$ cat config.mk
export PLATFORM = sky130hd
export DESIGN_NAME = focuser_command_frame_parser_core
export DESIGN_NICKNAME = d
export VERILOG_FILES = /design/src/hdl/fcp_pkg.sv /design/src/hdl/fcp_frame_mem.sv /design/src/hdl/fcp_arg_unit.sv /design/src/hdl/focuser_command_frame_parser_core.sv
export SDC_FILE = /design/constraint.sdc
export NUM_CORES = 1
export LEC_CHECK = 0
export ABC_AREA = 1
export BUFFER_PORTS_ARGS = -buffer_cell sky130_fd_sc_hd__buf_2
export CAP_MARGIN = 15
export CORE_MARGIN = 8
export CORE_UTILIZATION = 40
export DETAILED_ROUTE_END_ITERATION = 16
export SLEW_MARGIN = 10
export SYNTH_ARGS = -nofsm -noshare
export SYNTH_HDL_FRONTEND = slang
export SYNTH_HIERARCHICAL = 1
export SYNTH_SLANG_ARGS = --single-unit
$ cat constraint.sdc
create_clock -name clk -period 3.05 [get_ports clk]
set_clock_uncertainty 0.15 [all_clocks]
set_input_delay 0.305 -clock clk [delete_from_list [all_inputs] [get_ports clk]]
set_output_delay 0.305 -clock clk [all_outputs]
set_load 0.01 [all_outputs]
$ cat src/hdl/fcp_pkg.sv
package fcp_pkg;

  // frame layout
  localparam int FCP_BUFFER_DEPTH = 32;
  localparam int CMD_COUNT        = 40;
  localparam int CODE_W           = 6;
  localparam int ARG_W            = 16;
  localparam int OUT_TDATA_W      = 24;

  // framing characters
  localparam logic [7:0] FRAME_END   = 8'h23;
  localparam logic [7:0] FRAME_START = 8'h3A;
  localparam logic [7:0] CH_PLUS     = 8'h2B;
  localparam logic [7:0] CH_MINUS    = 8'h2D;
  localparam logic [7:0] CH_ZERO     = 8'h30;
  localparam logic [7:0] CH_X_UP     = 8'h58;
  localparam logic [7:0] CH_X_LO     = 8'h78;
  localparam logic [7:0] CH_SPACE    = 8'h20;

  // command table, first char in the high byte, zero low byte means one-char command
  localparam logic [15:0] CMD_TBL [CMD_COUNT] = '{
    16'h5858, 16'h4750, 16'h4749, 16'h4647, 16'h4651, 16'h5048, 16'h474E, 16'h5346,
    16'h5348, 16'h4748, 16'h4753, 16'h5353, 16'h5350, 16'h534E, 16'h4754, 16'h475A,
    16'h4756, 16'h4746, 16'h4744, 16'h5344, 16'h5343, 16'h4743, 16'h504F, 16'h534D,
    16'h474D, 16'h5359, 16'h4759, 16'h474F, 16'h534F, 16'h4752, 16'h5352, 16'h4D53,
    16'h4742, 16'h4453, 16'h4447, 16'h5355, 16'h2B00, 16'h2D00, 16'h4444, 16'h4D52
  };

  // top level sequencer states
  typedef enum logic [1:0] {
    S_IDLE,
    S_WALK,
    S_DONE
  } fcp_state_t;

  // argument parser phases
  typedef enum logic [2:0] {
    P_LEAD,
    P_SIGN,
    P_DIGIT,
    P_XWAIT,
    P_STOP
  } fcp_phase_t;

  // control from sequencer to the argument unit
  typedef struct packed {
    logic clear;
    logic step;
  } fcp_arg_ctrl_t;

  function automatic logic [7:0] upcase(input logic [7:0] c);
    logic [7:0] r;
    r = c;
    if (c >= 8'h61 && c <= 8'h7A) r = c - 8'h20;
    return r;
  endfunction

  function automatic logic is_hex(input logic [7:0] c);
    return (c >= 8'h30 && c <= 8'h39) || (c >= 8'h41 && c <= 8'h46) ||
           (c >= 8'h61 && c <= 8'h66);
  endfunction

  function automatic logic [3:0] hex_val(input logic [7:0] c);
    logic [3:0] v;
    v = '0;
    if (c >= 8'h30 && c <= 8'h39) v = c[3:0];
    else if ((c >= 8'h41 && c <= 8'h46) || (c >= 8'h61 && c <= 8'h66)) v = c[3:0] + 4'd9;
    return v;
  endfunction

  function automatic logic is_space(input logic [7:0] c);
    return (c == CH_SPACE) || (c >= 8'h09 && c <= 8'h0D);
  endfunction

  // case-insensitive table match, last hit wins
  function automatic logic [CODE_W-1:0] match_cmd(input logic [7:0] c0,
                                                  input logic [7:0] c1,
                                                  input logic       two);
    logic [CODE_W-1:0] code;
    logic              tlen2;
    code = '0;
    for (int i = 0; i < CMD_COUNT; i++) begin
      tlen2 = (CMD_TBL[i][7:0] != 8'h00);
      if (tlen2 == two && upcase(c0) == CMD_TBL[i][15:8] &&
          (!two || upcase(c1) == CMD_TBL[i][7:0])) begin
        code = CODE_W'(i);
      end
    end
    return code;
  endfunction

endpackage

$ cat src/hdl/fcp_frame_mem.sv
module fcp_frame_mem #(
  parameter int DEPTH = 32,
  parameter int AW    = 5
) (
  input  logic          clk,
  input  logic          wr_en,
  input  logic [AW-1:0] wr_addr,
  input  logic [7:0]    wr_data,
  input  logic [AW-1:0] rd_addr,
  output logic [7:0]    rd_data
);

  logic [7:0] mem [DEPTH];

  // write port
  always_ff @(posedge clk) begin
    if (wr_en) begin
      mem[wr_addr] <= wr_data;
    end
  end

  // registered read port
  always_ff @(posedge clk) begin
    rd_data <= mem[rd_addr];
  end

endmodule

$ cat src/hdl/fcp_arg_unit.sv
module fcp_arg_unit
  import fcp_pkg::*;
(
  input  logic                clk,
  input  logic                rst,
  input  fcp_arg_ctrl_t       ctrl,
  input  logic [7:0]          ch,
  output logic [ARG_W-1:0]    value
);

  fcp_phase_t       phase, phase_next;
  logic [ARG_W-1:0] acc, acc_next;
  logic             neg, neg_next;
  logic             first_zero, first_zero_next;

  // phase register
  always_ff @(posedge clk) begin
    if (rst) begin
      phase <= P_LEAD;
    end else begin
      phase <= phase_next;
    end
  end

  // accumulator and flags
  always_ff @(posedge clk) begin
    acc        <= acc_next;
    neg        <= neg_next;
    first_zero <= first_zero_next;
  end

  // one character per step
  always_comb begin
    phase_next      = phase;
    acc_next        = acc;
    neg_next        = neg;
    first_zero_next = first_zero;
    if (ctrl.clear) begin
      phase_next      = P_LEAD;
      acc_next        = '0;
      neg_next        = 1'b0;
      first_zero_next = 1'b0;
    end else if (ctrl.step) begin
      case (phase)
        P_LEAD: begin
          if (is_space(ch)) begin
            phase_next = P_LEAD;
          end else if (ch == CH_PLUS || ch == CH_MINUS) begin
            neg_next   = (ch == CH_MINUS);
            phase_next = P_SIGN;
          end else if (is_hex(ch)) begin
            acc_next        = ARG_W'(hex_val(ch));
            first_zero_next = (ch == CH_ZERO);
            phase_next      = P_DIGIT;
          end else begin
            phase_next = P_STOP;
          end
        end
        P_SIGN: begin
          // first digit right after the sign, may open a 0x prefix
          if (is_hex(ch)) begin
            acc_next        = ARG_W'(hex_val(ch));
            first_zero_next = (ch == CH_ZERO);
            phase_next      = P_DIGIT;
          end else begin
            phase_next = P_STOP;
          end
        end
        P_DIGIT: begin
          if (is_hex(ch)) begin
            acc_next        = {acc[ARG_W-5:0], hex_val(ch)};
            first_zero_next = 1'b0;
          end else if (first_zero && (ch == CH_X_UP || ch == CH_X_LO)) begin
            first_zero_next = 1'b0;
            phase_next      = P_XWAIT;
          end else begin
            phase_next = P_STOP;
          end
        end
        P_XWAIT: begin
          // prefix counts only when a digit follows; acc is zero either way
          if (is_hex(ch)) begin
            acc_next   = ARG_W'(hex_val(ch));
            phase_next = P_DIGIT;
          end else begin
            phase_next = P_STOP;
          end
        end
        P_STOP: begin
          phase_next = P_STOP;
        end
        default: begin
          phase_next = P_STOP;
        end
      endcase
    end
  end

  assign value = neg ? (ARG_W'(0) - acc) : acc;

endmodule

$ cat src/hdl/focuser_command_frame_parser_core.sv
// channel   dir  width  fields (lowest bit up)
// s_axis    in   8      rx_byte[7:0]
// m_axis    out  24     command_code[5:0], has_argument[6], argument[22:7], zero[23]
//
// a byte other than '#' or ':' is written into the frame memory; ':' restarts the index
// after a '#' is taken the input stays blocked while the frame is walked and the
// result is stored (len = frame length, at most BUFFER_DEPTH-1): the frame memory is read one
// character per cycle through its single read port and each character after the
// first two goes through the shared argument step unit
// rst is synchronous, active high; it clears the index, sequencer and output valid
// a waiting result on m_axis does not block bytes; after the next '#' the
// sequencer waits in its done state until the output register is free
module focuser_command_frame_parser_core
  import fcp_pkg::*;
#(
  parameter int BUFFER_DEPTH = FCP_BUFFER_DEPTH
) (
  input  logic                   clk,
  input  logic                   rst,
  input  logic                   s_axis_tvalid,
  output logic                   s_axis_tready,
  input  logic [7:0]             s_axis_tdata,   // rx_byte[7:0]
  output logic                   m_axis_tvalid,
  input  logic                   m_axis_tready,
  output logic [OUT_TDATA_W-1:0] m_axis_tdata    // command_code[5:0], has_argument[6],
                                                 // argument[22:7], zero[23]
);

  localparam int IW = $clog2(BUFFER_DEPTH);
  localparam logic [IW-1:0] LAST_IDX = IW'(BUFFER_DEPTH - 1);

  fcp_state_t    state, state_next;
  logic [IW-1:0] widx, widx_next;
  logic [IW-1:0] len, len_next;
  logic [IW-1:0] rcnt, rcnt_next;
  logic [IW-1:0] didx, didx_next;
  logic          dv, dv_next;
  logic [7:0]    c0, c0_next;
  logic [7:0]    c1, c1_next;
  logic          out_valid, out_valid_next;
  logic [OUT_TDATA_W-1:0] out_data, out_data_next;

  logic          s_acc;
  logic          is_end;
  logic          is_start;
  logic          mem_we;
  logic [7:0]    rd_data;
  fcp_arg_ctrl_t arg_ctrl;
  logic [ARG_W-1:0] arg_value;
  logic [CODE_W-1:0] code;
  logic          has_arg;

  assign s_axis_tready = (state == S_IDLE);
  assign s_acc         = s_axis_tvalid && s_axis_tready;
  assign is_end        = (s_axis_tdata == FRAME_END);
  assign is_start      = (s_axis_tdata == FRAME_START);
  assign mem_we        = s_acc && !is_end && !is_start;

  assign m_axis_tvalid = out_valid;
  assign m_axis_tdata  = out_data;

  // frame memory
  fcp_frame_mem #(
    .DEPTH (BUFFER_DEPTH),
    .AW    (IW)
  ) u_mem (
    .clk     (clk),
    .wr_en   (mem_we),
    .wr_addr (widx),
    .wr_data (s_axis_tdata),
    .rd_addr (rcnt),
    .rd_data (rd_data)
  );

  // shared argument step unit
  assign arg_ctrl.clear = s_acc && is_end;
  assign arg_ctrl.step  = dv && (didx > IW'(1));

  fcp_arg_unit u_arg (
    .clk   (clk),
    .rst   (rst),
    .ctrl  (arg_ctrl),
    .ch    (rd_data),
    .value (arg_value)
  );

  // command match and argument flag
  assign has_arg = (len > IW'(2));
  always_comb begin
    if (len == '0) begin
      code = '0;
    end else begin
      code = match_cmd(c0, c1, len >= IW'(2));
    end
  end

  // control registers
  always_ff @(posedge clk) begin
    if (rst) begin
      state     <= S_IDLE;
      widx      <= '0;
      dv        <= 1'b0;
      out_valid <= 1'b0;
    end else begin
      state     <= state_next;
      widx      <= widx_next;
      dv        <= dv_next;
      out_valid <= out_valid_next;
    end
  end

  // datapath registers
  always_ff @(posedge clk) begin
    len      <= len_next;
    rcnt     <= rcnt_next;
    didx     <= didx_next;
    c0       <= c0_next;
    c1       <= c1_next;
    out_data <= out_data_next;
  end

  // sequencer
  always_comb begin
    state_next     = state;
    widx_next      = widx;
    len_next       = len;
    rcnt_next      = rcnt;
    didx_next      = rcnt;
    dv_next        = 1'b0;
    c0_next        = c0;
    c1_next        = c1;
    out_valid_next = out_valid;
    out_data_next  = out_data;

    if (out_valid && m_axis_tready) out_valid_next = 1'b0;

    // keep the first two characters for the match
    if (dv && didx == IW'(0)) c0_next = rd_data;
    if (dv && didx == IW'(1)) c1_next = rd_data;

    case (state)
      S_IDLE: begin
        if (s_acc) begin
          if (is_end) begin
            len_next   = widx;
            rcnt_next  = '0;
            widx_next  = '0;
            state_next = S_WALK;
          end else if (is_start) begin
            widx_next = '0;
          end else if (widx != LAST_IDX) begin
            widx_next = widx + IW'(1);
          end
        end
      end
      S_WALK: begin
        if (rcnt != len) begin
          rcnt_next = rcnt + IW'(1);
          dv_next   = 1'b1;
        end else if (!dv) begin
          state_next = S_DONE;
        end
      end
      S_DONE: begin
        if (!out_valid || m_axis_tready) begin
          out_valid_next = 1'b1;
          out_data_next  = {1'b0, (has_arg ? arg_value : ARG_W'(0)), has_arg, code};
          state_next     = S_IDLE;
        end
      end
      default: begin
        state_next = S_IDLE;
      end
    endcase
  end

  // checks
  a_code_range: assert property (@(posedge clk) disable iff (rst)
    m_axis_tvalid |-> (m_axis_tdata[5:0] <= CODE_W'(CMD_COUNT - 1)))
    else $error("command code out of table range");

  a_no_arg_zero: assert property (@(posedge clk) disable iff (rst)
    (m_axis_tvalid && !m_axis_tdata[6]) |-> (m_axis_tdata[22:7] == '0))
    else $error("argument nonzero without argument flag");

  a_end_busy: assert property (@(posedge clk) disable iff (rst)
    (s_acc && is_end) |=> !s_axis_tready)
    else $error("frame end did not start the walk");

  a_index_range: assert property (@(posedge clk) disable iff (rst)
    (widx <= LAST_IDX))
    else $error("write index beyond buffer");

endmodule

# Word-level counts from Yosys, hierarchy flattened
# Memories as Yosys holds them, arrays and structs flattened. A register that Yosys moved wholly into a read port is not among the register bits.
# Index checks and enable logic that the tools add are counted.
# word_totals
memories	1
ram_bits	256
ff_bits	84
wordCells	293
in_bits	12
romBits	0
latchBits	0
# op_classes
muxes	82
order_cmp	15
div_mod_pow	0
n_bitwise	3
add_sub_neg	6
n_reduce_logical	115
n_mul	0
shifts	0
n_eq_ne	54
# mem_list
memory	depth	width	read_ports	rd_ports_with_merged_regs	wr	line	source
u_mem.mem	32	8	1	1	1	fcp_frame_mem.sv:13	logic [7:0] mem [DEPTH];
# ops
op	count
== test 8 x 7 -> 1 bit (second input constant)	27
2-to-1 mux 6 bit	33
2-to-1 mux 16 bit	5
== test 8 x 6 -> 1 bit (second input constant)	8
logical AND 1 bit	62
case mux 16 bit (3 select lines)	1
>= comparator 8 x 7 -> 1 bit (second input constant)	4
less-or-equal comparator 8 x 7 -> 1 bit (second input constant)	4
2-to-1 mux 8 bit	4
2-to-1 mux 5 bit	6
logical OR 1 bit	27
2-to-1 mux 3 bit	8
subtractor 1 x 16 -> 16 bit (first input constant)	1
subtractor 8 x 6 -> 8 bit (second input constant)	2
AND reduction 5 bit	3
2-to-1 mux 2 bit	7
!= test 2 bit (second input constant)	7
2-to-1 mux 1 bit	12
adder 5 x 1 -> 5 bit (second input constant)	2
logical NOT 5 bit	2
case mux 5 bit (2 select lines)	1
case mux 3 bit (3 select lines)	1
nonzero test 3 bit	3
OR reduction 9 bit	1
30 further kinds	44

# Depth between registers and ports, before layout
# Gate-level depths: netlist of the first run.
# logic_depth
depth_word	46
mapped_depth	20

# Hierarchy
# The synthesis of the first run kept the hierarchy.
# modules_own_cells
module	area_per_inst_um2	instances	cells_per_inst
fcp_frame_mem	10786.6	1	922
focuser_command_frame_parser_core	3392.0	1	401
fcp_arg_unit	1665.3	1	240

# Least setup slack after synthesis of the first run
# No wires, ideal clock.
# synth_path
path_type	register -> register
from	register c0[0]
to	register out_data[0], in the netlist m_axis_tdata[0] (data pin)
stages_incl_launch_ff	21
slack_ns	0.754
period_less_slack_ns	2.296
arrival_time_ns	1.890
n_path_buf	0
path_cell_list	edfxtp_1 -> nand2_1 -> nand2_2 -> nand2_2 -> nand3_2 -> nor2_2 -> nor2_2 -> nand2_2 -> nor2_4 -> nand3_1 -> nand3_2 -> nor2_2 -> nand4_1 -> nor2_1 -> nand4_1 -> nor2_1 -> nand4_1 -> nor2_1 -> nand4_1 -> nor2_1 -> nor2_1
# synth_between
elab_chain_cells	46
# synth_lines
element	line	source
start, declared	focuser_command_frame_parser_core.sv:38	logic [7:0] c0, c0_next;
start signal, assigned	focuser_command_frame_parser_core.sv:117	c0 <= c0_next;
>= comparator 8 x 7 -> 1 bit or less-or-equal comparator 8 x 7 -> 1 bit (tied branches)	fcp_pkg.sv:54	if (c >= 8'h61 && c <= 8'h7A) r = c - 8'h20;
logical AND 1 bit	fcp_pkg.sv:54	
2-to-1 mux 8 bit (*)	fcp_pkg.sv:54	
2-to-1 mux 8 bit (*)	focuser_command_frame_parser_core.sv:90	if (len == '0) begin
== test 8 x 7 -> 1 bit	fcp_pkg.sv:84	if (tlen2 == two && upcase(c0) == CMD_TBL[i][15:8] &&
logical AND 1 bit (2 in a row)	fcp_pkg.sv:84	
2-to-1 mux 1 bit	fcp_pkg.sv:84	
2-to-1 mux 2 bit (2 in a row)	fcp_pkg.sv:84	
2-to-1 mux 3 bit (3 in a row)	fcp_pkg.sv:84	
2-to-1 mux 6 bit (32 in a row)	fcp_pkg.sv:84	
2-to-1 mux 6 bit (*)	fcp_pkg.sv:84	
end signal, assigned	focuser_command_frame_parser_core.sv:119	out_data <= out_data_next;
end, declared	focuser_command_frame_parser_core.sv:41	logic [OUT_TDATA_W-1:0] out_data, out_data_next;
# Mark *: on every way between the ends. The rest lies on a longest branch, timed or not. The select of a mux whose other input is x is not followed.
# A chain may end at the register's enable or synchronous reset.

# Final worst setup path of the first run
# layout_path
from	register c0[0]
to	register out_data[2], in the netlist m_axis_tdata[2] (data pin)
# layout_between
elab_chain_cells	43
# layout_lines
element	line
>= comparator 8 x 7 -> 1 bit or less-or-equal comparator 8 x 7 -> 1 bit (tied branches)	fcp_pkg.sv:54
logical AND 1 bit	fcp_pkg.sv:54
2-to-1 mux 8 bit (*)	fcp_pkg.sv:54
2-to-1 mux 8 bit (*)	focuser_command_frame_parser_core.sv:90
== test 8 x 7 -> 1 bit	fcp_pkg.sv:84
logical AND 1 bit (2 in a row)	fcp_pkg.sv:84
2-to-1 mux 3 bit (3 in a row)	fcp_pkg.sv:84
2-to-1 mux 6 bit (32 in a row)	fcp_pkg.sv:84
2-to-1 mux 6 bit (*)	fcp_pkg.sv:84
# Marks and branches as above.

==> results.md, run 1 <==
| Parameter | This run |
|:---|:---|
| Drt wl/cell | 16.69 um |
| Ratio of total power to cell area | 553.3 nW/um^2 |
| Iteration count of the initial detailed-routing pass | 7 |
| Post-route setup TNS | 0 ns |
| Worst vdd ir | 0.0005149 V |
| Final worst hold slack | 0.1302 ns |
| Share of the synthesized area in the top cell type | 57.81% |
| TritonCTS Sinks | 348 |
| Number of max-cap violations | 0 |
| Number of buffers inserted by port buffering | 36 |
| Maximum level of the CTS H-tree | 2 |
| Share of flip-flops with an asynchronous set or reset after synthesis | 0% |
| Post-detailed-route DRC marker count | 0 |
| Highest Clock Rate | 0.3639 GHz |
| Worst Path Required | 3.20 ns |
| Number of global-route vias before repair | 10690 |
| Endpoints failing hold | 0 |
| Result of the run | completed |
| Leak pwr | 7.188 nW |
| Number of post-CTS setup repair buffers | 0 |
| Worst Setup Path Type | reg2reg |
| Area Growth Syn to Fin | 13.32% |
| Initial Utilization | 40.15% |
| Syn nets | 1585 |
| Number of routed nets with antenna violations | 0 |
| Post-synthesis cell area | 15840 um^2 |
| Pin count of the biggest net entering global routing | 67 |
| Horizontal extent of the die | 215.0 um |
| Hold Crit Depth | 6 |
| Later-pin clock latency in the skew report | 0.56 ns |
| Slew Viols, Final | 0 |
| Synth cell types | 50 |
| Yosys warning total | 6 |
| Global-route total usage across every layer | 15.83% |
| Reg2reg path depth | 16 |
| Routability Congestion | 0.9329 |
| Number of instances in the synthesized netlist | 1563 |
| Clock tree root driver cell | sky130_fd_sc_hd__clkbuf_16 |
| Ant diodes | 0 |
| Post-synth EDFFs | 305 |
| Sequential area share after synthesis | 63.24% |
| Data arrival time at the worst-slack endpoint | 2.90 ns |
| Setup repair after global routing missed its margin | false |
| Area of all placed cells without fillers | 17950 um^2 |
| HPWL after detailed placement | 24.13 mm |
| Nets@finish | 1667 |
| Share of final-layout standard cells stronger than drive strength 1 | 12.78% |
| Worst slew pin tran | 0.7286 ns |
| Buffer levels on the longest clock path | 3 |
| Area of the core | 39460 um^2 |
| TritonCTS clock tree | done |
| Share of the clock period used by the worst path after layout | 90.11% |
| Grt total ovfl | 0 |
| DRC marker count from the first detailed-route iteration | 830 |
| Main flop type after synthesis | sky130_fd_sc_hd__edfxtp_1 |
| Vertical extent of the die | 215.0 um |
| Synth cell count leaders | sky130_fd_sc_hd__nand2_1 (490), sky130_fd_sc_hd__edfxtp_1 (305), sky130_fd_sc_hd__nand3_1 (234) |
| Critical path fanouts, max | 6 |
| Floorplan row count | 73 |
| Clock slew at the register clock pins of the worst setup and hold paths | 0.06 ns |
| Post-route total power | 9.935 mW |
| Most common cell in the netlist | sky130_fd_sc_hd__nand2_1 |
| Tmin final | 2.748 ns |
| Placed instance area | 16710 um^2 |
| # setup viols final | 0 |
| Routed vias/inst | 4.976 |
| Number of vias in the routed layout | 10950 |
| Worst slew slack as a fraction of its limit | 51.43% |
| Number of antenna violations at the first check in global routing | 1 |
| Element type at the critical path end | flip-flop |
| Total clock buffers created by CTS | 38 |
| Class of the worst hold path | in2reg |
| Total I/O pin count | 38 |
| Synthesized flop and latch total | 348 |
| Avg Synthesized Cell Area | 10.14 um^2 |
| Largest area contributor in the synthesized netlist | sky130_fd_sc_hd__edfxtp_1 |
| Die ar. | 46230 um^2 |
| Routed wire length | 36.73 mm |
| First-pass GRT wire length | 58.97 mm |
| Cell types occupying the most area after synthesis | sky130_fd_sc_hd__edfxtp_1 (58%), sky130_fd_sc_hd__nand2_1 (12%), sky130_fd_sc_hd__nand3_1 (7.4%) |
| Startpoint kind of the worst setup timing path | flip-flop |
cell type report:
| type | count | area, um^2 |
|---|---|---|
| Clock buffer | 45 | 977.2 |
| Clock inverter | 25 | 214.0 |
| Fill cell | 3741 | 21500 |
| Inverter | 126 | 476.7 |
| Multi-Input combinational cell | 1026 | 4862 |
| Sequential cell | 348 | 10020 |
| Tap cell | 525 | 656.9 |
| Timing Repair Buffer | 105 | 748.2 |
worst paths after layout:
kind | slack [ns] | end | from
worst max register to register | 0.30 | m_axis_tdata[2] | c0[0]
worst min register to register | 0.33 | c1[7] | u_mem/rd_data[7]
worst min-delay path | 0.13 | widx[2] | s_axis_tvalid
worst max-delay path | 0.30 | m_axis_tdata[2] | c0[0]
flip-flops by register name, summed over array words and instances (netlist names), 2 cells and up:
register	flops
c0	8
c1	8
didx	5
didx_next	5
len	5
m_axis_tdata	23
state	2
u_arg/acc	16
u_arg/phase	3
u_mem/mem	256
u_mem/rd_data	8
widx	5
stage by stage:
stage | utilization, % | worst slack [ns] | std cells
floorplan | - | 0.7536 | 1563
global placement | 42.36 | 0.4043 | 2125
detailed placement | 42.36 | 0.3630 | 2125
CTS | 45.50 | 0.3239 | 2200
global route | 45.50 | 0.01151 | 2200
finish | 45.50 | 0.3017 | 2200
worst max-delay path, cell delays in order, from the launching register on:
cell and delay, ns:
sky130_fd_sc_hd__edfxtp_1 0.43, sky130_fd_sc_hd__nor2_1 0.21, sky130_fd_sc_hd__nand3_1 0.16, sky130_fd_sc_hd__nand3_2 0.12
sky130_fd_sc_hd__nand2_1 0.09, sky130_fd_sc_hd__nand2_1 0.11, sky130_fd_sc_hd__nor2_4 0.07, sky130_fd_sc_hd__nand2_4 0.08
sky130_fd_sc_hd__nor2_2 0.05, sky130_fd_sc_hd__inv_1 0.08, sky130_fd_sc_hd__nor3_2 0.05, sky130_fd_sc_hd__a21oi_1 0.22
sky130_fd_sc_hd__nand2_1 0.09, sky130_fd_sc_hd__nor4_1 0.30, sky130_fd_sc_hd__nand4_1 0.14, sky130_fd_sc_hd__o21ai_0 0.11
sky130_fd_sc_hd__inv_1 0.05
repair_timing:
item | in CTS | in global routing
resized for setup | 0 | 0
endpoints found under the setup margin | 0 | 0
hold buffers | 5 | 0
hold endpoints to repair | 20 | 0
cell usage in the layout (no fill, tap or decap), types with 3 or more instances in the layout:
master,count
sky130_fd_sc_hd__buf_12,3
sky130_fd_sc_hd__a31oi_1,4
sky130_fd_sc_hd__buf_2,36
sky130_fd_sc_hd__inv_1,118
sky130_fd_sc_hd__nor3_1,12
sky130_fd_sc_hd__clkinv_1,12
sky130_fd_sc_hd__clkbuf_16,38
sky130_fd_sc_hd__nand2_2,11
sky130_fd_sc_hd__a21oi_2,6
sky130_fd_sc_hd__a211oi_2,9
sky130_fd_sc_hd__nand3_2,3
sky130_fd_sc_hd__buf_4,61
sky130_fd_sc_hd__edfxtp_1,305
sky130_fd_sc_hd__o21ai_0,16
sky130_fd_sc_hd__xor2_1,16
sky130_fd_sc_hd__nand2_4,4
sky130_fd_sc_hd__nor2_4,3
sky130_fd_sc_hd__clkbuf_1,7
sky130_fd_sc_hd__o31ai_1,4
sky130_fd_sc_hd__nand2_1,490
sky130_fd_sc_hd__nor2_2,9
sky130_fd_sc_hd__o21ai_1,3
sky130_fd_sc_hd__dfxtp_1,43
sky130_fd_sc_hd__nor4_1,8
sky130_fd_sc_hd__nand4_1,23
sky130_fd_sc_hd__clkinv_2,6
sky130_fd_sc_hd__ha_1,10
sky130_fd_sc_hd__nor2_1,111
sky130_fd_sc_hd__dlygate4sd3_1,5
sky130_fd_sc_hd__a21oi_1,24
sky130_fd_sc_hd__nand3_1,234
sky130_fd_sc_hd__inv_2,6
power by group:
part	switching, mW	total [mW]	internal [mW]
registers	0.0369	5.26	5.23
logic	0.196	0.296	0.100
clock network	1.88	4.38	2.49
routing by layer:
metal	part of all wire (%)	up-vias	GRT usage (%)	wire (um)
met1	45	5167	21.26	16670
met4	2.9	0	5.924	1064
met3	4.9	60	2.626	1815
met5	0	-	0	0
met2	47	251	25.56	17180
li1	-	5469	-	-
kinds of logic after synthesis:
kind of cell               after synthesis  share of synthesized area [%]
DFF                                    348                          63.24
buffers and inverters                  189                          6.089
and+or+nand+nor                        920                          25.53
AOI/OAI and AO/OA                       78                          3.388
xor gates and xnor gates                17                         0.9397
adders and majority gates               10                         0.7897
other                                    1                        0.02367
(Power assumes the default switching activity.)
==> run 2: changes to the inputs <==
Settings changed: CORE_UTILIZATION 40 to 55, PLACE_DENSITY from default to 0.71.
Clock period 3.05 ns to 3.2 ns, I/O delays scaled along.
==> run 2 against run 1 <==
Clock power shrank 7.5%. Critical path depth decreased by 2. Maximum frequency increased by 2.6%. Sequential power is 4.8% lower. Flip-flop and latch count did not move. Final cell count decreased by 7.0%. Via count increased by 2.3%. Utilization up 17 points. Highest routed layer unchanged.
==> results.md, run 2 (same netlist as run 1, synthesis figures left out) <==
| Parameter | This run | Delta |
|:---|:---|:---|
| TritonCTS Sinks | 348 | unchanged |
| Maximum level of the CTS H-tree | 2 | unchanged |
| Nets@finish | 1659 | -0.48% |
| Ratio of total power to cell area | 527.8 nW/um^2 | -4.6% |
| Iteration count of the initial detailed-routing pass | 5 | -2 |
| Biggest regs | u_mem/mem (256), m_axis_tdata (23), u_arg/acc (16) |  |
| Buffer levels on the longest clock path | 3 | unchanged |
| Startpoint kind of the worst setup timing path | flip-flop |  |
| Routed vias/inst | 5.472 | +10% |
| Horizontal extent of the die | 185.7 um | -14% |
| Number of buffers inserted by port buffering | 36 | unchanged |
| Number of max-cap violations | 0 | unchanged |
| Fill cell total of the finished layout | 2331 | -38% |
| Total I/O pin count | 38 | unchanged |
| Number of antenna violations at the first check in global routing | 0 | -1 |
| Routed wire length | 35.20 mm | -4.2% |
| Total clock buffers created by CTS | 37 | -2.6% |
| Number of routed nets with antenna violations | 0 | unchanged |
| Later-pin clock latency in the skew report | 0.53 ns | -0.03 ns |
| Final core utilization | 62.01% | +17 points |
| Number of post-CTS setup repair buffers | 0 | unchanged |
| Tmin final | 2.680 ns | -0.06879 ns |
| Hold Buf Count CTS | 5 | unchanged |
| Cells along the critical path | nor2_1 > nand2_1 > nor2_2 > inv_2 > nand2_1 > nor2_1 > nand2_4 > nor2_2 > inv_1 > nor3_2 > a21oi_1 > nand4_1 > nor3_1 > nand4_1 |  |
| Routability Congestion | 0.8373 | -10% |
| Flip-flop count of the largest register after layout | 256 | unchanged |
| Worst vdd ir | 0.0006494 V | +26% |
| Pin count of the biggest net entering global routing | 88 | +31% |
| Number of global-route vias before repair | 10820 | +1.3% |
| Critical path fanouts, max | 18 | +12 |
| Result of the run | completed |  |
| Setup repair after global routing missed its margin | false |  |
| Worst slew slack as a fraction of its limit | 45.02% | -6.4 points |
| Clock slew at the register clock pins of the worst setup and hold paths | 0.06 ns | about the same |
| Worst Path Required | 3.29 ns | +0.09 ns |
| Highest Clock Rate | 0.3732 GHz | +2.6% |
| Grt total ovfl | 0 | unchanged |
| Drt wl/cell | 17.20 um | +3.1% |
| Ant diodes | 0 | unchanged |
| Area Growth Syn to Fin | 11.73% |  |
| Die ar. | 34490 um^2 | -25% |
| Slowest stage cell, crit path | sky130_fd_sc_hd__edfxtp_1 |  |
| Endpoints failing hold | 0 | unchanged |
| Most frequent standard cell in the layout excluding fill and tap cells | sky130_fd_sc_hd__nand2_1 |  |
| Vertical extent of the die | 185.7 um | -14% |
| Clock tree root driver cell | sky130_fd_sc_hd__clkbuf_16 |  |
| Global-route total usage across every layer | 20.54% | +4.7 points |
| Element type at the critical path end | flip-flop |  |
| Post-detailed-route DRC marker count | 0 | unchanged |
| Leak pwr | 7.153 nW | -0.48% |
| Floorplan row count | 62 | -15% |
| Initial Utilization | 55.50% | +15 points |
| Post-route setup TNS | 0 ns | unchanged |
| Area of the core | 28550 um^2 | -28% |
| Class of the worst hold path | in2reg |  |
| Number of vias in the routed layout | 11200 | +2.3% |
| Largest register by flop count | u_mem/mem |  |
| DRC marker count from the first detailed-route iteration | 1015 | +22% |
| Slew Viols, Final | 0 | unchanged |
| # setup viols final | 0 | unchanged |
| First-pass GRT wire length | 56.04 mm | -5.0% |
| Share of final-layout standard cells stronger than drive strength 1 | 12.45% | -0.32 points |
| Leading cell types in the layout, fill and taps excluded | sky130_fd_sc_hd__nand2_1 (490), sky130_fd_sc_hd__edfxtp_1 (305), sky130_fd_sc_hd__nand3_1 (234) |  |
| Data arrival time at the worst-slack endpoint | 2.77 ns | -0.13 ns |
| Worst Setup Path Type | reg2reg |  |
| TritonCTS clock tree | done |  |
| Number of cells upsized or downsized after cts | 0 | unchanged |
| Worst slew pin tran | 0.8237 ns | +0.09512 ns |
| Slowest stage delay, CP | 0.40 ns | -0.03 ns |
| Share of the clock period used by the worst path after layout | 83.74% | -6.4 points |
| HPWL after detailed placement | 22.51 mm | -6.7% |
## run 2: metrics by stage
step	instances	hold slack, ns	setup WS, ns	power, mW	area [um^2]
after floorplan	1563	0.2391	0.9036	5.257	15840
after global placement	1977	0.3152	0.5332	5.371	16500
after detailed placement	1977	0.3176	0.5459	5.380	16500
after CTS	2046	0.01883	0.5270	9.407	17700
after global routing	2046	0.02314	0.1796	9.623	17700
final	2046	0.02570	0.5205	9.343	17700
## run 2: cell type report
cell class	instances	area, um^2	share of cell area (%)
clock buffers	50	1036	5.852
clock inverters	14	118.9	0.6715
inverters	126	476.7	2.693
multi-input cells	1026	4862	27.47
flip-flops and latches	348	10020	56.60
well taps	384	480.5	2.714
repair buffers	98	708.2	4.001
## run 2: worst max-delay path, delay by kind of cell, from the launching register on
kind / cells / cell delay, ns
simple gates: 11 / 1.36
flops: 1 / 0.40
buf+inv: 2 / 0.26
compound gates: 1 / 0.23
## run 2: layer usage
metal	global-route usage, %	wire, um	vias to the layer above	share of wire (%)
met4	8.828	1339	0	3.8
met1	26.57	14460	5281	41
met3	2.811	2470	83	7.0
met2	34.35	16930	381	48
met5	0	0	-	0
li1	-	-	5451	-
## run 2: path summary, 6_finish.rpt
kind,endpoint,cells past startpoint,start,slack [ns]
setup / recovery,m_axis_tdata[1],14,len[2],0.52
hold / removal,u_mem/mem[16][5],1,s_axis_tdata[5],0.03
setup reg to reg,m_axis_tdata[1],14,len[2],0.52
hold reg to reg,c0[7],0,u_mem/rd_data[7],0.33
## run 2: report_power, final
part | total [mW] | leakage [nW] | switching [mW] | internal (mW)
clock | 4.05 | 0.569 | 1.69 | 2.36
sequential | 5.01 | 3.11 | 0.0343 | 4.98
combinational | 0.275 | 3.48 | 0.182 | 0.0929
